## config.mk

```make
export PLATFORM = sky130hd
export DESIGN_NAME = mvp_ram
export DESIGN_NICKNAME = d
export VERILOG_FILES = /design/src/sv/mvp_ram.sv
export SDC_FILE = /design/constraint.sdc
export NUM_CORES = 1
export LEC_CHECK = 0
export ABC_AREA = 1
export BUFFER_PORTS_ARGS = -buffer_cell sky130_fd_sc_hd__buf_2
export CAP_MARGIN = 10
export CORE_ASPECT_RATIO = 1.75
export CORE_MARGIN = 3
export CORE_UTILIZATION = 55
export CTS_CLUSTER_SIZE = 25
export DETAILED_ROUTE_END_ITERATION = 7
export PLACE_DENSITY = 0.71
export SLEW_MARGIN = 5
export SYNTH_ARGS = -nofsm -noshare
export SYNTH_HDL_FRONTEND = slang
export SYNTH_SLANG_ARGS = --single-unit
```

## constraint.sdc

```tcl
create_clock -name aclk -period 1.55 [get_ports aclk]
set_clock_uncertainty 0.15 [all_clocks]
set_input_delay 0.155 -clock aclk [delete_from_list [all_inputs] [get_ports aclk]]
set_output_delay 0.155 -clock aclk [all_outputs]
set_load 0.1 [all_outputs]
```

## src/sv/mvp_ram.sv

```systemverilog
// Generic single-write, single-read RAM with registered read data.
`default_nettype none

module mvp_ram #(
    parameter int WIDTH = 8,
    parameter int DEPTH = 16
) (
    input  wire logic                     aclk,
    input  wire logic                     wr_en,
    input  wire logic [$clog2(DEPTH)-1:0] wr_addr,
    input  wire logic [WIDTH-1:0]         wr_data,
    input  wire logic                     rd_en,
    input  wire logic [$clog2(DEPTH)-1:0] rd_addr,
    output logic      [WIDTH-1:0]         rd_data
);

    logic [WIDTH-1:0] mem [DEPTH];

    always_ff @(posedge aclk) begin
        if (wr_en) begin
            mem[wr_addr] <= wr_data;
        end
        if (rd_en) begin
            rd_data <= mem[rd_addr];
        end
    end

endmodule

`default_nettype wire

```

== Yosys cells after proc, flatten, opt, wreduce, memory -nomap -nowiden ==
Memory sizes are Yosys's and may differ from the RTL's. A register that Yosys moved wholly into a read port is not among the register bits.
Index checks and enable logic that the tools add are counted.

* Bits in registers: 0
* Memory bits (writable): 128
* Input port bits: 19
* Output and inout bits: 8
* Memories: 1

* Muxes and demuxes: 2

{| class="wikitable"
|+ Memories
! memory !! depth !! bits a word !! rd ports !! clocked after Yosys merged registers in !! wr ports !! RTL line !! source
|-
| mem || 16 || 8 || 1 || 1 || 1 || 17 || <nowiki>logic [WIDTH-1:0] mem [DEPTH];</nowiki>
|}

{| class="wikitable"
|+ Operators with widths
! cell !! number
|-
| 1-bit two-way mux || 2
|}

== Depth between registers and ports, before layout ==
* Depth after elaboration: 2
* Depth in mapped cells: 8
* Gate-level depth less buffers: 7

== Worst setup path after synthesis ==
No wires, ideal clock.

* Path kind: input-to-reg
* Start: input port wr_addr[2]
* End: memory mem[10][0], enable pin
* Arrival time: 0.736 ns
* Data required time: 1.030 ns
* Path slack: 0.294 ns
* Cell stages on the path: 2
* Cell sequence: nand3b_1 nor2_1

{| class="wikitable"
|+ RTL lines
! item !! RTL line !! source
|-
| start: declaration || 10 || <nowiki>input wire logic [$clog2(DEPTH)-1:0] wr_addr,</nowiki>
|-
| end: declaration || 17 ||
|}

No word-level cell before the write port.

== Worst setup path after layout ==
* Start: register rd_data[2] (read register of mem)
* End: output port rd_data[2]

{| class="wikitable"
|+ RTL lines
! item !! RTL line !! source
|-
| start: declaration || 14 || <nowiki>output logic [WIDTH-1:0] rd_data</nowiki>
|}

No word-level cell between the ends.

==> metrics.yaml <==
clock-sinks: 136
hold_viol: 0
synth_area_leaders: "edfxtp_1, nand2_1, nand3_1, inv_1, buf_6"
holdWs_ps: 19.86
path_delay_family: "buffers and inverters"
final_antenna_net_count: 0
post_drt_wl_per_cell_um: 17.70
endpoint_kind: "primary output"
drtIter0Drc: 290
synth_top_area_share_pct: 69.85
timing.final.crit_share_pct: 97.16
fp-row-count: 49
grt_max_degree: 65
vias_per_cell: 5.245
die_width_um: 83.94
drt-pass1-iter-count: 5
cts_buffers: 17
multi_input_comb_area_mm2: 0.001214
required_ps: 1240
syn_area_mm2: 0.005847
grt_pass1_vias: 3971
synth_cells: 551
die-height_um: 142.4
total_power_uw: 9072
yosysUniqueCellTypes: 11
worstMarginPinSlew_ps: 572.1
cp_slowest_cell: "buf_2"
grt-ovfl-total: 0
insertion_delay_ps: 420
cp_slowest_stage_delay_ps: 430
start_util_pct: 56.77
hold_path_class: "input pin to register"
fmax_mhz: 664.0
area_delta_synth_final_pct: 16.80
cts_tree: "done"
grt_use_total_pct: 23.51
drv_slew: 0
startpoint_type: "register"
dp_hpwl_um: 8355
drc: 0
grt_pass1_wl_um: 20600
synth.avg_cell_area_um2: 10.61
place.gp.congestion: 0.8213
setup_tns_ps: 0
drive_gt1_share_pct: 12.81
maxCapViolations: 0
setup_viol_count_final: 0
nFillCells: 774
arrival_ps: 1200
die_area_mm2: 0.01195
ios: 27
path_class: "register to primary output"
htree_levels: 4
leakage_uw: 0.002963
ys_warn_count: 0
layout_min_cycle_time_ps: 1506
critPathBufInv: 1
peakVddDrop_v: 0.001431
antenna_cells: 0
nNetsFinal: 615
rsz0062_at_grt: "no"
regArea_mm2: 0.004084
antenna_found_initial: 0
p_per_area_mw_per_mm2: 1328
synth_nets: 570
cts_root_buf: "clkbuf_16"
synth_top_area_cell: "edfxtp_1"
maxSlewHeadroom_pct: 61.81
clk_path_buf_depth: 2
path_max_fanout: 1
synth_seq_cells: 136
core_area_mm2: 0.01030
wirelength_um: 13030
clkTransAtPathRegs_ps: 60
portBuffers: 26
yosysSeqAreaShare_pct: 69.85
cp_cell_sequence: "buf_2"
outcome: "completed"
dr_total_vias: 3860
-- per-stage QoR --
| stage | util (%) | cells | setup WS, ps | instance area (um2) |
|---|---|---|---|---|
| finish | 66.30 | 736 | 43.97 | 6829 |
| global route | 66.30 | 736 | 4.400 | 6829 |
| CTS | 66.28 | 736 | 5.496 | 6827 |
| detailed placement | 59.92 | 702 | 57.66 | 6172 |
| global placement | 59.92 | 702 | 60.70 | 6172 |
| floorplan | - | 551 | 294.2 | 5847 |
-- cell type report --
| class | instances | share of cell area [%] |
|---|---|---|
| sequential | 136 | 59.80 |
| inverter | 102 | 5.606 |
| timing repair buffer | 50 | 5.203 |
| tap | 127 | 2.327 |
| multi-input combinational | 289 | 17.77 |
| clock inverter | 14 | 3.005 |
| clock buffer | 18 | 6.284 |
-- what timing repair did --
| action | in CTS | in global routing |
|---|---|---|
| endpoints found under the hold margin | 24 | 0 |
| hold buffers | 2 | 0 |
| gates resized for setup | 0 | 1 |
| endpoints found under the setup margin | 0 | 1 |
| setup buffers | 0 | 0 |
-- cell families after synthesis --
| family | share of synthesized area, % |
|---|---|
| buf+inv | 9.394 |
| flops | 69.85 |
| simple gates | 20.76 |
-- Yosys cell counts, drive strengths merged --
library cell	number
nand2	173
edfxtp	136
inv	102
nand3	97
buf	24
nor2	17
nand3b	2
-- layer usage --
layer	share of wire, %	routed length (um)	track usage, %
met3	4.9	634	5.098
met1	38	4966	26.61
met4	4.6	600	13.98
met2	52	6825	40.66
met5	0	0	0
-- report_power, final --
part | total, uW | switching, uW | internal (uW)
Clock | 4270 | 1440 | 2830
Combinational | 630 | 474 | 156
Sequential | 4170 | 23.1 | 4150
-- placed cells by master, fill, tap and decap left out, types with 2 or more instances in the layout --
cell,Yosys,routed
nand3_1,97,97
clkinvlp_4,0,4
buf_4,4,19
nand2_1,173,173
nand3b_1,2,2
buf_12,0,3
inv_2,2,2
clkbuf_16,0,17
dlygate4sd3_1,0,2
inv_1,100,100
clkinv_1,0,3
buf_2,13,25
edfxtp_1,136,136
bufinv_16,0,5
nor2_1,17,17
-- worst paths after layout --
kind	from	endpoint	slack [ps]	depth (start not counted)
setup reg to reg	mem[1][7]$_DFFE_PP_	rd_data[7]$_DFFE_PP_	210	6
hold / removal	wr_data[2]	mem[15][2]$_DFFE_PP_	20	1
setup / recovery	rd_data[2]$_DFFE_PP_	rd_data[2]	40	1
hold reg to reg	mem[11][1]$_DFFE_PP_	rd_data[1]$_DFFE_PP_	600	6
-- state kept, by name, summed over array words and instances, names as in the netlist --
| signal | count |
|---|---|
| mem | 128 |
| rd_data | 8 |
Power figures use the tool's default switching activity.
