## src/sv/mvp_pkg.sv

```systemverilog
// Shared types, constants and opcodes for the mirror vertex pairing block.
`default_nettype none

package mvp_pkg;

    localparam int MAX_VERTICES = 1024;
    localparam int COORD_WIDTH  = 24;

    localparam int POS_W   = 24;
    localparam int QIDX_W  = 10;
    localparam int TOL_W   = 23;
    localparam int IDX_W   = $clog2(MAX_VERTICES);
    localparam int CNT_W   = $clog2(MAX_VERTICES + 1);
    localparam int QCMP_W  = (QIDX_W > CNT_W) ? QIDX_W : CNT_W;
    localparam int PX_W    = COORD_WIDTH + 1;
    localparam int DX_W    = COORD_WIDTH + 2;
    localparam int ABS_W   = COORD_WIDTH + 1;
    localparam int CMP_W   = (ABS_W > TOL_W) ? ABS_W : TOL_W;
    localparam int SQ_IN_W = (ABS_W < TOL_W) ? ABS_W : TOL_W;
    localparam int SQ_W    = 2 * SQ_IN_W;
    localparam int SUM_W   = 2 * TOL_W + 2;
    localparam int VTX_W   = 3 * COORD_WIDTH;

    localparam logic [TOL_W-1:0] TOL_RESET = TOL_W'(256);

    localparam logic [1:0] OP_CLEAR  = 2'd0;
    localparam logic [1:0] OP_APPEND = 2'd1;
    localparam logic [1:0] OP_QUERY  = 2'd2;

    typedef struct packed {
        logic [1:0]              op;
        logic signed [POS_W-1:0] pos_x;
        logic signed [POS_W-1:0] pos_y;
        logic signed [POS_W-1:0] pos_z;
        logic [QIDX_W-1:0]       query_index;
    } in_item_t;

    typedef struct packed {
        logic              partner_found;
        logic [QIDX_W-1:0] partner_index;
        logic              query_error;
    } out_item_t;

    typedef struct packed {
        logic             vld;
        logic [IDX_W-1:0] tag;
    } dist_ctl_t;

    typedef struct packed {
        logic             busy;
        logic             hit;
        logic [IDX_W-1:0] tag;
        logic [SUM_W-1:0] sum;
    } dist_res_t;

endpackage

`default_nettype wire

```

## src/sv/mvp_dist_unit.sv

```systemverilog
// Pipelined squared-distance unit shared by every vertex of a scan.
`default_nettype none

module mvp_dist_unit (
    input  wire logic                                   aclk,
    input  wire logic                                   aresetn,
    input  wire mvp_pkg::dist_ctl_t                     ctl,
    input  wire logic signed [mvp_pkg::PX_W-1:0]        px,
    input  wire logic signed [mvp_pkg::COORD_WIDTH-1:0] py,
    input  wire logic signed [mvp_pkg::COORD_WIDTH-1:0] pz,
    input  wire logic signed [mvp_pkg::COORD_WIDTH-1:0] vx,
    input  wire logic signed [mvp_pkg::COORD_WIDTH-1:0] vy,
    input  wire logic signed [mvp_pkg::COORD_WIDTH-1:0] vz,
    input  wire logic [mvp_pkg::TOL_W-1:0]              tol,
    output mvp_pkg::dist_res_t                          res
);

    logic signed [mvp_pkg::DX_W-1:0] dx, dy, dz;
    logic [mvp_pkg::DX_W-1:0]        mx, my, mz;

    logic                         a_vld_reg;
    logic [mvp_pkg::IDX_W-1:0]    a_tag_reg;
    logic [mvp_pkg::ABS_W-1:0]    ax_reg, ay_reg, az_reg;

    logic                         b_vld_reg, b_rng_reg;
    logic [mvp_pkg::IDX_W-1:0]    b_tag_reg;
    logic [mvp_pkg::SQ_W-1:0]     sqx_reg, sqy_reg, sqz_reg;

    logic                         c_vld_reg, c_hit_reg;
    logic [mvp_pkg::IDX_W-1:0]    c_tag_reg;
    logic [mvp_pkg::SUM_W-1:0]    sum_reg;

    logic [mvp_pkg::CMP_W-1:0]    tol_c;
    logic                         rng;
    logic [mvp_pkg::SQ_IN_W-1:0]  sx, sy, sz;

    assign dx = mvp_pkg::DX_W'(px) - mvp_pkg::DX_W'(vx);
    assign dy = mvp_pkg::DX_W'(py) - mvp_pkg::DX_W'(vy);
    assign dz = mvp_pkg::DX_W'(pz) - mvp_pkg::DX_W'(vz);
    assign mx = dx[mvp_pkg::DX_W-1] ? -dx : dx;
    assign my = dy[mvp_pkg::DX_W-1] ? -dy : dy;
    assign mz = dz[mvp_pkg::DX_W-1] ? -dz : dz;

    // a component at or beyond the radius cannot be inside
    assign tol_c = mvp_pkg::CMP_W'(tol);
    assign rng = (mvp_pkg::CMP_W'(ax_reg) < tol_c) && (mvp_pkg::CMP_W'(ay_reg) < tol_c)
              && (mvp_pkg::CMP_W'(az_reg) < tol_c);
    assign sx = ax_reg[mvp_pkg::SQ_IN_W-1:0];
    assign sy = ay_reg[mvp_pkg::SQ_IN_W-1:0];
    assign sz = az_reg[mvp_pkg::SQ_IN_W-1:0];

    always_ff @(posedge aclk) begin
        if (!aresetn) begin
            a_vld_reg <= 1'b0;
            b_vld_reg <= 1'b0;
            c_vld_reg <= 1'b0;
        end else begin
            a_vld_reg <= ctl.vld;
            b_vld_reg <= a_vld_reg;
            c_vld_reg <= b_vld_reg;
        end
    end

    always_ff @(posedge aclk) begin
        a_tag_reg <= ctl.tag;
        ax_reg    <= mx[mvp_pkg::ABS_W-1:0];
        ay_reg    <= my[mvp_pkg::ABS_W-1:0];
        az_reg    <= mz[mvp_pkg::ABS_W-1:0];

        b_tag_reg <= a_tag_reg;
        b_rng_reg <= rng;
        sqx_reg   <= mvp_pkg::SQ_W'(sx) * mvp_pkg::SQ_W'(sx);
        sqy_reg   <= mvp_pkg::SQ_W'(sy) * mvp_pkg::SQ_W'(sy);
        sqz_reg   <= mvp_pkg::SQ_W'(sz) * mvp_pkg::SQ_W'(sz);

        c_tag_reg <= b_tag_reg;
        c_hit_reg <= b_vld_reg && b_rng_reg;
        sum_reg   <= mvp_pkg::SUM_W'(sqx_reg) + mvp_pkg::SUM_W'(sqy_reg)
                   + mvp_pkg::SUM_W'(sqz_reg);
    end

    assign res.busy = a_vld_reg || b_vld_reg || c_vld_reg;
    assign res.hit  = c_vld_reg && c_hit_reg;
    assign res.tag  = c_tag_reg;
    assign res.sum  = sum_reg;

endmodule

`default_nettype wire

```

## config.mk

```make
export PLATFORM = sky130hd
export DESIGN_NAME = mvp_dist_unit
export DESIGN_NICKNAME = d
export VERILOG_FILES = /design/src/sv/mvp_pkg.sv /design/src/sv/mvp_dist_unit.sv
export SDC_FILE = /design/constraint.sdc
export NUM_CORES = 2
export LEC_CHECK = 0
export BUFFER_PORTS_ARGS = -buffer_cell sky130_fd_sc_hd__buf_2
export CORE_UTILIZATION = 60
export DETAILED_ROUTE_END_ITERATION = 8
export PLACE_DENSITY = 0.82
export SYNTH_ARGS = -nofsm -noshare
export SYNTH_HDL_FRONTEND = slang
export SYNTH_SLANG_ARGS = --single-unit
```

## constraint.sdc

```tcl
create_clock -name aclk -period 12 [get_ports aclk]
set_input_delay 0.6 -clock aclk [delete_from_list [all_inputs] [get_ports aclk]]
set_output_delay 0.6 -clock aclk [all_outputs]
set_load 0.01 [all_outputs]
```

# == Word level (Yosys, flattened, before mapping) ==
# Cells that the tools add are included.
# classes
addsub,8
n_mul,3
n_div,0
n_lt_le_gt_ge,3
eq_ne,0
shift,0
mux,3
bitwise_logic,0
n_reduce_logical,6
# op_table
operator,n
$mul 23x23->46,3
$lt 25x23->1,3
$mux 25,3
$neg 25->25,3
$sub 24x24->25,2
$add 47x46->48,1
$add 46x46->47,1
$sub 25x24->26,1
$logic_and 1x1->1,4
$logic_or 1x1->1,2
# word_totals
reg_bits,296
latchBits,0
ramBits,0
mem_bits_ro,0
input_bits,181
out_inout_bits,60
word_cells,38
n_memories,0

# == Depth between registers and ports, before layout ==
# depth
depth_word,3
mapped_depth,29
depth_no_buf,28

# == Worst setup path before layout ==
# OpenSTA, ideal clock, no wires.
# synth_path
kind,register to register
start,reg az_reg[7] (netlist name)
end,reg sqz_reg[43] (netlist name)
setup_time_ps,72
t_arrival_ps,7305
t_required_ps,11928
setup_slack_ps,4622
path_stages_with_launch,28
path_buffers,2
synth_period_minus_slack_ps,7378
path_cell_list,dfxtp_1 -> clkbuf_1 -> clkbuf_1 -> nand2_1 -> fa_1 -> inv_1 -> fa_1 -> inv_1 -> fa_1 -> inv_1 -> fa_1 -> inv_1 -> fa_1 -> inv_1 -> fa_1 -> fa_1 -> ha_1 -> and3_1 -> and2_1 -> a221o_1 -> a31oi_1 -> o31a_1 -> o211a_1 -> o21ai_0 -> a21o_1 -> a211o_1 -> a221oi_1 -> xnor2_1
# synth_between
elab_chain_len,1
# synth_rtl
item,line_no,text
start: declaration,mvp_dist_unit.sv:23,"logic [mvp_pkg::ABS_W-1:0] ax_reg, ay_reg, az_reg;"
start signal: assignment,mvp_dist_unit.sv:68,az_reg <= mz[mvp_pkg::ABS_W-1:0];
$mul 23x23->46,mvp_dist_unit.sv:74,sqz_reg <= mvp_pkg::SQ_W'(sz) * mvp_pkg::SQ_W'(sz);
end signal: assignment,mvp_dist_unit.sv:74,
end: declaration,mvp_dist_unit.sv:27,"logic [mvp_pkg::SQ_W-1:0] sqx_reg, sqy_reg, sqz_reg;"
# No other way between the ends.
# A chain may end at the register's enable or synchronous reset.

# == Worst setup path in the final report ==
# layout_path
start,reg ax_reg[2] (netlist name)
end,reg sqx_reg[45] (netlist name)
# layout_between
elab_chain_len,1
# layout_rtl
item,line_no,text
start: declaration,mvp_dist_unit.sv:23,
start signal: assignment,mvp_dist_unit.sv:66,ax_reg <= mx[mvp_pkg::ABS_W-1:0];
$mul 23x23->46,mvp_dist_unit.sv:72,sqx_reg <= mvp_pkg::SQ_W'(sx) * mvp_pkg::SQ_W'(sx);
end signal: assignment,mvp_dist_unit.sv:72,
end: declaration,mvp_dist_unit.sv:27,
# No other way between the ends.

==> out/metrics.yaml <==
status:
  status: "completed"
worst_setup_path:
  crit_top_cell: "fa_1"
  r2r_start: "ax_reg[2]"
  r2r_slack_ns: 3.73
  path_depth: 23
  end_kind: "register"
  r2r_end: "sqx_reg[45]"
  start_kind: "register"
  cp_max_fo: 27
  critPathSlowestCell: "dfxtp_1"
  path_class: "reg -> reg"
  critPathTopFamily: "adder cells"
  reg2regPathDepth: 23
  critPathMaxStageDelay_ns: 1.04
  cp_data_required_time_ns: 12.47
  arrival_ns: 8.74
  crit_path_cell_trace: "nand2_1, fa_1, fa_1, fa_1, inv_1, fa_1, fa_1, fa_1, inv_1, fa_1, inv_1, ha_1, nand2_1, a2bb2oi_1, a21oi_1, or3_1, a31oi_1, o41ai_1, a221o_1, a21oi_1, o21bai_1, a311oi_1, xnor2_1"
  crit_buf_inv: 3
timing:
  fin_skew_ns: 0.0459
  max_freq_mhz: 121
  fin_ws_ns: 3.73
  setup_tns_ns: 0
  worst_hold_slack_ns: 0.0878
  fin_crit_ns: 8.27
  relSlewSlack: 0.161
  hold_violations: 0
  post-route-period-util: 0.689
  worstMarginPinSlew_ns: 1.26
  slew_viol_final: 0
  rsz0062_at_grt: "no"
  setup_violations: 0
worst_hold_path:
  min-delay-start: "ctl[6]"
  holdPathEnd: "a_tag_reg[6]"
  hp-class: "in -> reg"
  whs_path_depth: 1
synthesis:
  syn-instance-count: 6567
  synth_warnings: 0
  syn-cell-area_mm2: 0.0607
  ys_types: 86
  synth-seq-cells: 293
  avgSynthCellArea_um2: 9.25
  synth_edf_count: 0
  dominantRegCellSynth: "dfxtp_1"
  synthArstFlopShare: 0
  yosysSeqAreaShare: 0.0966
placement:
  dp_hpwl_mm: 128
  dp_worst_setup_slack_ns: 3.83
  place_inst: 7995
  io_buffers: 240
  gp_congestion: 0.983
route:
  wire_per_inst_um: 19.4
  drc_errors: 0
  via_count: 45600
  viasPerCell: 5.65
  first_pass_iters: 6
  wl_mm: 156
  initialDrtViolationCount: 3177
  antenna_left: 0
clock_network:
  cts_max_path_buffers: 3
  cts.sinks: 293
  ctsHoldBuffers: 0
  cts_max_level: 2
  clk_pin_slew_ns: 0.08
  cts_tree: "yes"
  cts_made_buffers: 38
  clock_latency_ns: 0.63
  postCtsSetupBuffers: 0
  postCtsResizedCells: 0
  cts-root-buf: "clkbuf_16"
cells_and_area:
  layout-drive-gt1-share: 0.0622
  largest_register_ffs: 48
  seqCellArea_mm2: 0.00587
  layout_commonest_cell: "inv_1"
  final_cells: 8067
  fill_cells: 7982
  finalNetCount: 8826
  multi_input_area_mm2: 0.0480
  layout_common_cells: "1,660 x inv_1, 1,205 x fa_1, 703 x ha_1"
  area_delta_synth_final_pct: 6.58
floorplan:
  initial_core_util: 0.607
  die-area_mm2: 0.103
  coreArea_mm2: 0.100
  chipWidth_um: 320
  io_pins: 241
  rows: 116
  die_h_um: 320
job:
  maxCapViolCount: 0
grt:
  grt_use_total: 0.314
  grt_pass1_wl_mm: 252
  antenna_found_initial: 12
  grt_max_degree: 28
  grt_overflow: 0
  grt_pass1_vias: 49100
==> per-layer routing <==
metal	vias up	GRT usage	wire, um
met3	473	0.0583	13800
met1	22600	0.399	61300
li1	20500	-	-
met5	-	0	31
met4	6	0.143	7790
met2	2024	0.522	73400
==> cells in the mapped netlist (31+ instances only) <==
master	count	share of area
nand3_1	70	0.0058
nand2b_1	33	0.0034
o21bai_1	31	0.0038
inv_1	1660	0.10
nor2_1	214	0.013
fa_1	1205	0.40
clkbuf_1	168	0.010
ha_1	703	0.14
a21oi_1	247	0.020
nand2_1	526	0.033
dfxtp_1	293	0.097
xor2_1	98	0.014
o21a_1	36	0.0044
a21o_1	164	0.020
nor2b_1	50	0.0051
o21ai_0	128	0.011
xnor2_1	213	0.031
nor3_1	36	0.0030
and2_1	319	0.033
==> worst register-to-register path, cell delays in order (launching register included) <==
cell and delay (ns):
dfxtp_1 1.04, nand2_1 0.30, fa_1 0.62, fa_1 0.46, fa_1 0.56, inv_1 0.06
fa_1 0.41, fa_1 0.50, fa_1 0.55, inv_1 0.05, fa_1 0.47, inv_1 0.04
ha_1 0.35, nand2_1 0.10, a2bb2oi_1 0.22, a21oi_1 0.10, or3_1 0.31, a31oi_1 0.51
o41ai_1 0.23, a221o_1 0.39, a21oi_1 0.26, o21bai_1 0.17, a311oi_1 0.33, xnor2_1 0.12
==> through the flow <==
step / util / area (um2)
6_report: 0.646 / 64700
5_1_grt: 0.646 / 64700
4_1_cts: 0.646 / 64700
3_5_place_dp: 0.633 / 63400
3_3_place_gp: 0.633 / 63400
2_1_floorplan: - / 60700
==> logic make-up after synthesis <==
family | after synthesis | synth area share
buf+inv | 1834 | 0.113
simple gates | 1387 | 0.112
xor+xnor | 311 | 0.0448
flops | 293 | 0.0966
mux | 10 | 0.00177
fa+ha+maj | 1908 | 0.542
compound gates | 823 | 0.0894
other cells | 1 | 0.0000617
==> cell type report <==
| type | instances | share of cell area |
|---|---|---|
| timing repair buffer | 301 | 0.0256 |
| antenna | 2 | 0.0000773 |
| clock inverter | 22 | 0.00475 |
| multi-input combinational | 4442 | 0.741 |
| inverter | 1661 | 0.0963 |
| clock buffer | 48 | 0.0162 |
| sequential | 293 | 0.0906 |
| tap | 1298 | 0.0251 |
==> how the worst max path moves through the flow <==
stage                          start          end  slack, ns
after floorplan            az_reg[7]  sqz_reg[43]       4.62
after global placement    az_reg[10]  sqz_reg[43]       4.05
after detailed placement   ax_reg[4]  sqx_reg[45]       3.83
final                      ax_reg[2]  sqx_reg[45]       3.73
after CTS                  ax_reg[4]  sqx_reg[45]       3.81
after global routing       ax_reg[4]  sqx_reg[45]       3.34
Power is left out: the tool's default activity adds up to more than one toggle a clock period on the data nets, which glitch-free logic cannot reach.
